## config.mk

```make
export PLATFORM = sky130hd
export DESIGN_NAME = tcos_term
export DESIGN_NICKNAME = d
export VERILOG_FILES = /design/src/tcos_pkg.sv /design/src/tcos_term.sv
export SDC_FILE = /design/constraint.sdc
export NUM_CORES = 2
export LEC_CHECK = 0
export ABC_AREA = 1
export ABC_CLOCK_PERIOD_IN_PS = 9410
export BUFFER_PORTS_ARGS = -buffer_cell sky130_fd_sc_hd__buf_2
export CAP_MARGIN = 40
export CORE_UTILIZATION = 30
export CTS_CLUSTER_DIAMETER = 200
export DETAILED_ROUTE_END_ITERATION = 10
export GPL_ROUTABILITY_DRIVEN = 0
export PLACE_DENSITY = 0.48
export RECOVER_POWER = 25
export SETUP_SLACK_MARGIN = 0.15
export SLEW_MARGIN = 0
export SYNTH_ARGS = -nofsm -noshare
export SYNTH_HDL_FRONTEND = slang
export SYNTH_SLANG_ARGS = --single-unit
```

## constraint.sdc

```tcl
create_clock -name aclk -period 9.41 [get_ports aclk]
set_input_delay 0.4705 -clock aclk [delete_from_list [all_inputs] [get_ports aclk]]
set_output_delay 0.4705 -clock aclk [all_outputs]
set_load 0.05 [all_outputs]
```

## src/tcos_pkg.sv

```systemverilog
`timescale 1ns / 1ps

package tcos_pkg;

    // Field widths
    localparam int ANGLE_W = 16;
    localparam int TOL_W   = 14;
    localparam int COS_W   = 16;
    localparam int TERMS_W = 3;

    // Working formats: angle magnitude Q.28, x^2 and terms Q.20
    localparam int WORK_FRAC = 20;
    localparam int XQ_FRAC   = 28;
    localparam int XQ_W      = 32;
    localparam int X2_W      = 28;
    localparam int X2_SHIFT  = 2 * XQ_FRAC - WORK_FRAC;
    localparam int RAD_SHIFT = XQ_FRAC - 13;
    localparam int MAG_W     = 33;
    localparam int PROD_W    = MAG_W + X2_W;
    localparam int N_W       = PROD_W + 1 - WORK_FRAC;
    localparam int SUM_W     = 37;
    localparam int CNT_W     = 4;
    // tolerance scaled up by at most 10 bits (smallest fraction width)
    localparam int THR_W     = TOL_W + 10;

    localparam logic [16:0]        DEG_TO_RAD_Q28 = 17'd73204;
    localparam logic [TOL_W-1:0]   TOL_RESET      = 14'd1638;
    localparam logic [MAG_W-1:0]   MAG_ONE        = MAG_W'(64'd1 << WORK_FRAC);
    localparam logic [N_W-1:0]     MAG_CAP        = N_W'(64'd1 << 32);
    localparam logic [TERMS_W-1:0] TERMS_MAX      = 3'd7;
    localparam int                 COS_POS_MAX    = 32767;
    localparam int                 COS_NEG_MAX    = 32768;

    typedef enum logic [1:0] {
        STATUS_CONV  = 2'd0,
        STATUS_LIMIT = 2'd1,
        STATUS_SAT   = 2'd2
    } status_t;

    typedef struct packed {
        logic signed [ANGLE_W-1:0] angle;
        logic                      in_degrees;
    } in_req_t;

    typedef struct packed {
        logic signed [COS_W-1:0] cosine;
        logic [TERMS_W-1:0]      terms_used;
        status_t                 status;
    } res_t;

    // Per-item context carried along the term pipeline
    typedef struct packed {
        logic [X2_W-1:0]         x2;
        logic signed [SUM_W-1:0] sum;
        logic [CNT_W-1:0]        cnt;
        logic                    done;
    } term_ctx_t;

endpackage

```

## src/tcos_term.sv

```systemverilog
`timescale 1ns / 1ps

// One series term: adds term K to the running sum, checks the change
// against the threshold, and, when NEXT is set, builds the magnitude of term K+1.
module tcos_term
    import tcos_pkg::*;
#(
    parameter int K    = 0,
    parameter bit NEXT = 1'b1
) (
    input  logic              aclk,
    input  logic              aresetn,
    input  logic              en,
    input  logic [THR_W-1:0]  thr,
    input  logic              in_vld,
    input  term_ctx_t         in_ctx,
    input  logic [MAG_W-1:0]  in_mag,
    output logic              out_vld,
    output term_ctx_t         out_ctx,
    output logic [MAG_W-1:0]  out_mag
);

    localparam int NST = NEXT ? 6 : 3;
    localparam bit ODD = (K % 2) == 1;

    logic [NST-1:0]          vld_reg;
    term_ctx_t               ctx_reg  [NST];
    term_ctx_t               ctx_next [NST];
    logic signed [SUM_W-1:0] prev_reg;
    logic [SUM_W-1:0]        a_reg;
    logic [SUM_W-1:0]        b_reg;
    logic signed [SUM_W-1:0] term_val;
    logic [SUM_W-1:0]        a_next;
    logic [SUM_W-1:0]        b_next;
    logic [SUM_W:0]          dlt;
    logic [SUM_W-1:0]        diff;
    logic                    conv;

    // Sum update, absolute values, convergence test
    always_comb begin
        term_val = $signed({{(SUM_W - MAG_W){1'b0}}, in_mag});
        ctx_next[0] = in_ctx;
        if (!in_ctx.done) begin
            ctx_next[0].sum = ODD ? in_ctx.sum - term_val : in_ctx.sum + term_val;
            ctx_next[0].cnt = in_ctx.cnt + CNT_W'(1);
        end

        a_next = ctx_reg[0].sum[SUM_W-1] ? SUM_W'(-ctx_reg[0].sum) : SUM_W'(ctx_reg[0].sum);
        b_next = prev_reg[SUM_W-1] ? SUM_W'(-prev_reg) : SUM_W'(prev_reg);
        ctx_next[1] = ctx_reg[0];

        dlt  = {1'b0, a_reg} - {1'b0, b_reg};
        diff = dlt[SUM_W] ? SUM_W'(-dlt) : dlt[SUM_W-1:0];
        conv = diff < SUM_W'(thr);
        ctx_next[2] = ctx_reg[1];
        ctx_next[2].done = ctx_reg[1].done | conv;

        for (int i = 3; i < NST; i++) begin
            ctx_next[i] = ctx_reg[i-1];
        end
    end

    always_ff @(posedge aclk) begin
        if (!aresetn) begin
            vld_reg <= '0;
        end else if (en) begin
            vld_reg <= {vld_reg[NST-2:0], in_vld};
        end
    end

    always_ff @(posedge aclk) begin
        if (en) begin
            ctx_reg  <= ctx_next;
            prev_reg <= in_ctx.sum;
            a_reg    <= a_next;
            b_reg    <= b_next;
        end
    end

    assign out_vld = vld_reg[NST-1];
    assign out_ctx = ctx_reg[NST-1];

    generate
        if (NEXT) begin : g_next
            // next magnitude = round(round(mag * x2 / 2^20) / DIV), capped at 2^32
            localparam longint unsigned DIV = (2 * K + 1) * (2 * K + 2);
            localparam int DL    = $clog2(DIV);
            localparam int HI_W  = N_W - WORK_FRAC;
            localparam int SH    = HI_W + DL;
            localparam int MH_W  = HI_W + 2;
            localparam int M_W   = WORK_FRAC + DL;
            localparam int SL    = M_W + DL;
            localparam int ML_W  = M_W + 2;
            localparam longint unsigned MH_L = ((64'd1 << SH) + DIV - 1) / DIV;
            localparam longint unsigned ML_L = ((64'd1 << SL) + DIV - 1) / DIV;
            localparam logic [MH_W-1:0] MH    = MH_W'(MH_L);
            localparam logic [ML_W-1:0] ML    = ML_W'(ML_L);
            localparam logic [HI_W-1:0] DIV_C = HI_W'(DIV);
            localparam logic [PROD_W:0] RND_C =
                (PROD_W + 1)'((DIV / 2) * (64'd1 << WORK_FRAC) + (64'd1 << (WORK_FRAC - 1)));

            logic [PROD_W-1:0]         prod_reg;
            logic [N_W-1:0]            n_reg;
            logic [HI_W-1:0]           hi_reg;
            logic [WORK_FRAC-1:0]      lo_reg;
            logic [HI_W-1:0]           qh3_reg;
            logic [HI_W-1:0]           qh4_reg;
            logic [HI_W-1:0]           qh5_reg;
            logic [M_W-1:0]            m_reg;
            logic [WORK_FRAC-1:0]      ql_reg;
            logic [MAG_W-1:0]          mag_reg;
            logic [PROD_W:0]           rnd_sum;
            logic [HI_W+MH_W-1:0]      qh_prod;
            logic [HI_W-1:0]           qd;
            logic [HI_W-1:0]           rem;
            logic [M_W+ML_W-1:0]       ql_prod;
            logic [N_W-1:0]            quo;

            always_comb begin
                rnd_sum = {1'b0, prod_reg} + RND_C;
                // high digit by reciprocal, then remainder
                qh_prod = n_reg[N_W-1:WORK_FRAC] * MH;
                qd      = HI_W'(qh3_reg * DIV_C);
                rem     = hi_reg - qd;
                // low digit by reciprocal
                ql_prod = m_reg * ML;
                quo     = {qh5_reg, ql_reg};
            end

            always_ff @(posedge aclk) begin
                if (en) begin
                    prod_reg <= in_mag * in_ctx.x2;
                    n_reg    <= rnd_sum[PROD_W:WORK_FRAC];
                    qh3_reg  <= HI_W'(qh_prod >> SH);
                    hi_reg   <= n_reg[N_W-1:WORK_FRAC];
                    lo_reg   <= n_reg[WORK_FRAC-1:0];
                    qh4_reg  <= qh3_reg;
                    m_reg    <= {rem[DL-1:0], lo_reg};
                    qh5_reg  <= qh4_reg;
                    ql_reg   <= ql_prod[SL+WORK_FRAC-1:SL];
                    mag_reg  <= (quo > MAG_CAP) ? MAG_CAP[MAG_W-1:0] : quo[MAG_W-1:0];
                end
            end

            assign out_mag = mag_reg;
        end else begin : g_none
            assign out_mag = '0;
        end
    endgenerate

endmodule

```

==> run_results.csv <==
group,metric,value,unit
run_status,outcome,"complete, but fails checks",
run_status,violations,"max-capacitance violations, max-slew violations",
placed_design,place_worst_setup_slack,1290,ps
synthesis,yosys_warnings,0,
sta,fin_crit_sh,90.6,%
worst_setup_path,critPathLaunchType,"primary input",
synthesis,synth_cell_types,52,
drt,wire_per_inst,17.7,µm
global_routing,grt_max_degree,171,
worst_setup_path,cp_common_cell,"fa_1",
sta,fin_skew,41.6,ps
final_layout,drive_gt1_share,6.75,%
final_layout,final_common_cell,"inv_1",
worst_setup_path,slowest_stage,"clkbuf_1",
sta,fin_ws,881,ps
sta,finalHoldViolCount,0,
final_layout,nets,8287,
floorplan,die_h,466,µm
global_routing,antenna_found_initial,26,
run,maxCapViolations,5,
floorplan,fp-row-count,169,
worst_setup_path,worstPathRequired,9840,ps
worst_setup_path,crit_path_max_incr_delay,1300,ps
sta,rsz0062_at_grt,"no",
placed_design,dp_hpwl,139,mm
placed_design,port-buffer-count,234,
synthesis,yosysSeqAreaShare,36.0,%
synthesis,synthFlopType,"edfxtp_1",
sta,worst_pin_slew,2580,ps
worst_setup_path,critPathMaxFanout,21,
drt,drt.antenna.violating_nets,0,
worst_setup_path,arrival,8960,ps
clocking,ctsRootBufferMaster,"clkbuf_16",
worst_setup_path,cp_num_buf_inv,5,
drt,drt_wl_total,176,mm
sta,slew_headroom,-72.3,%
synthesis,synth_nets,8150,
final_layout,largest_reg_flops,349,
clocking,clk_pin_slew_worst_paths,60,ps
min_path,hold_path_class,"primary input to flip-flop",
drt,drc,0,
sta,finalSetupViolations,0,
floorplan,io_pins,235,
worst_setup_path,crit_chain,"clkbuf_1 > buf_4 > nand2_1 > fa_1 > fa_1 > inv_1 > fa_1 > fa_1 > fa_1 > fa_1 > inv_1 > fa_1 > inv_1 > ha_1 > nand2_1 > nor2_1 > nand2_1 > o21ai_0 > nand2_1 > nand3_1 > a31oi_1 > xnor2_1",
clocking,clock_latency,720,ps
final_layout,area_growth_syn_to_layout,11.4,%
worst_setup_path,endpoint_kind,"flip-flop",
worst_setup_path,path_delay_family,"adder cells",
clocking,cts_buffer_depth,3,
drt,drt_iter0_drc,2786,
clocking,numCtsBuffers,87,
final_layout,postLayoutCoreUtil,33.8,%
final_layout,fillCellCount,21800,
synthesis,syn_inst,6906,
worst_setup_path,criticalPathCategory,"primary input to flip-flop",
global_routing,grt.overflow.total,0,
floorplan,die_width,466,µm
sta,fin_crit,8530,ps
global_routing,grt_pass1_vias,46900,
sta,setup_tns,0,ps
final_layout,most-common-layout-cells,"inv_1 (1825), nand2_1 (1657), fa_1 (805), edfxtp_1 (769), nor2_1 (342)",
synthesis,synth_area,0.0646,mm²
sta,slew_viol_final,119,
sta,fmax,117,MHz
synthesis,async_flop_share,0,%
floorplan,initial_core_util,30.3,%
floorplan,core-area,0.213,mm²
drt,vias,44300,
synthesis,synth_edf_count,769,
drt,dr.pass1.iters,5,
clocking,cts_tree,"yes",
clocking,cts_max_level,3,
global_routing,track_usage,16.6,%
synthesis,synth_seq_cells,775,
floorplan,dieArea,0.217,mm²
global_routing,grt_pass1_wl,274,mm
clocking,cts_sinks,775,
drt,via_per_inst,4.45,
synthesis,syn_avg_cell_area,9.35,µm²
## cell usage after synthesis (3+ instances only)
library cell     n  area [µm²]
ha_1           308        3850
o211ai_1        11        82.6
inv_2            5        18.8
o21ai_0         99         495
buf_2            3        15.0
buf_1           47         176
nand3b_1         8        60.1
and3_1           8        50.1
or2_2           25         156
o21ai_1          4        20.0
dfxtp_1          6         120
edfxtp_1       769       23100
nor3b_1          3        22.5
inv_1         1825        6850
nor2_1         342        1280
nand2_1       1657        6220
nor4_1          27         169
nand3_2          3        30.0
o31ai_1          8        60.1
fa_1           805       16100
a31oi_1         30         188
xor2_1         109         955
a21o_1          12        90.1
o21a_1           9        67.6
a21boi_0         5        37.5
a21oi_1        164         821
nand2_2          9        56.3
o21bai_1         9        67.6
nor2_2           9        56.3
a221oi_1         4        35.0
nand3_1        162         811
nand4_1         37         231
buf_4           70         526
clkbuf_1       178         668
nor2_4           5        56.3
and2_1           3        18.8
nor3_1          44         220
xnor2_1         68         596
## metrics by stage
step	cell area (µm²)	hold WS [ps]	cells
floorplan	64600	400	6906
global placement	68300	400	9713
detailed placement	68700	405	9734
CTS	71900	12.5	9932
global route	71900	59.0	9939
finish	71900	95.4	9944
## worst register-to-register path, delay by kind of cell, from the launching register on
family | cells | cell delay, ps
AOI/OAI and AO/OA | 1 | 210
xor gates and xnor gates | 1 | 150
adders and majority gates | 2 | 630
buffers and inverters | 8 | 950
DFF | 1 | 350
and+or+nand+nor | 21 | 2300
## cell type report
| class | instances | area, µm² | area share (%) |
|---|---|---|---|
| Multi-Input combinational cell | 4001 | 33100 | 46.0 |
| Sequential cell | 775 | 23200 | 32.3 |
| Tap cell | 2821 | 3530 | 4.91 |
| Clock buffer | 107 | 2290 | 3.19 |
| Timing Repair Buffer | 348 | 2360 | 3.29 |
| Clock inverter | 50 | 544 | 0.757 |
| Antenna cell | 12 | 30.0 | 0.0418 |
| Inverter | 1830 | 6870 | 9.55 |
## kinds of logic after synthesis
logic type      synth area share, %
compound gates                 3.14
xor+xnor                       2.40
fa+ha+maj                      30.9
buf+inv                        12.8
flops                          36.0
simple gates                   14.8
## path summary, 6_finish.rpt
check	start	endpoint	slack, ps	cells after the start
worst min register to register	ctx_next[330]	ctx_next[260]	400	0
worst min-delay path	aresetn	vld_reg[3]	100	3
worst max register to register	b_reg[7]	ctx_next[140]	4570	33
worst max-delay path	in_ctx[56]	g_next.prod_reg[60]	880	22
## routing by layer
| layer | vias up | part of all wire, % | GRT usage [%] |
|---|---|---|---|
| li1 | 20900 | - | - |
| met1 | 22000 | 43 | 21.3 |
| met2 | 1121 | 47 | 27.7 |
| met3 | 273 | 5.6 | 2.70 |
| met4 | 4 | 3.8 | 6.50 |
| met5 | - | 0.011 | 0 |
## repair_timing
item / 4_1_cts / 5_1_grt
gates resized for setup: 0 / 0
hold buffers: 41 / 0
setup buffers: 0 / 0
setup endpoints to repair: 0 / 0
hold endpoints to repair: 41 / 0
Power is not shown: default switching activity piles up to over one toggle a cycle in this logic, so the estimate is an artifact.
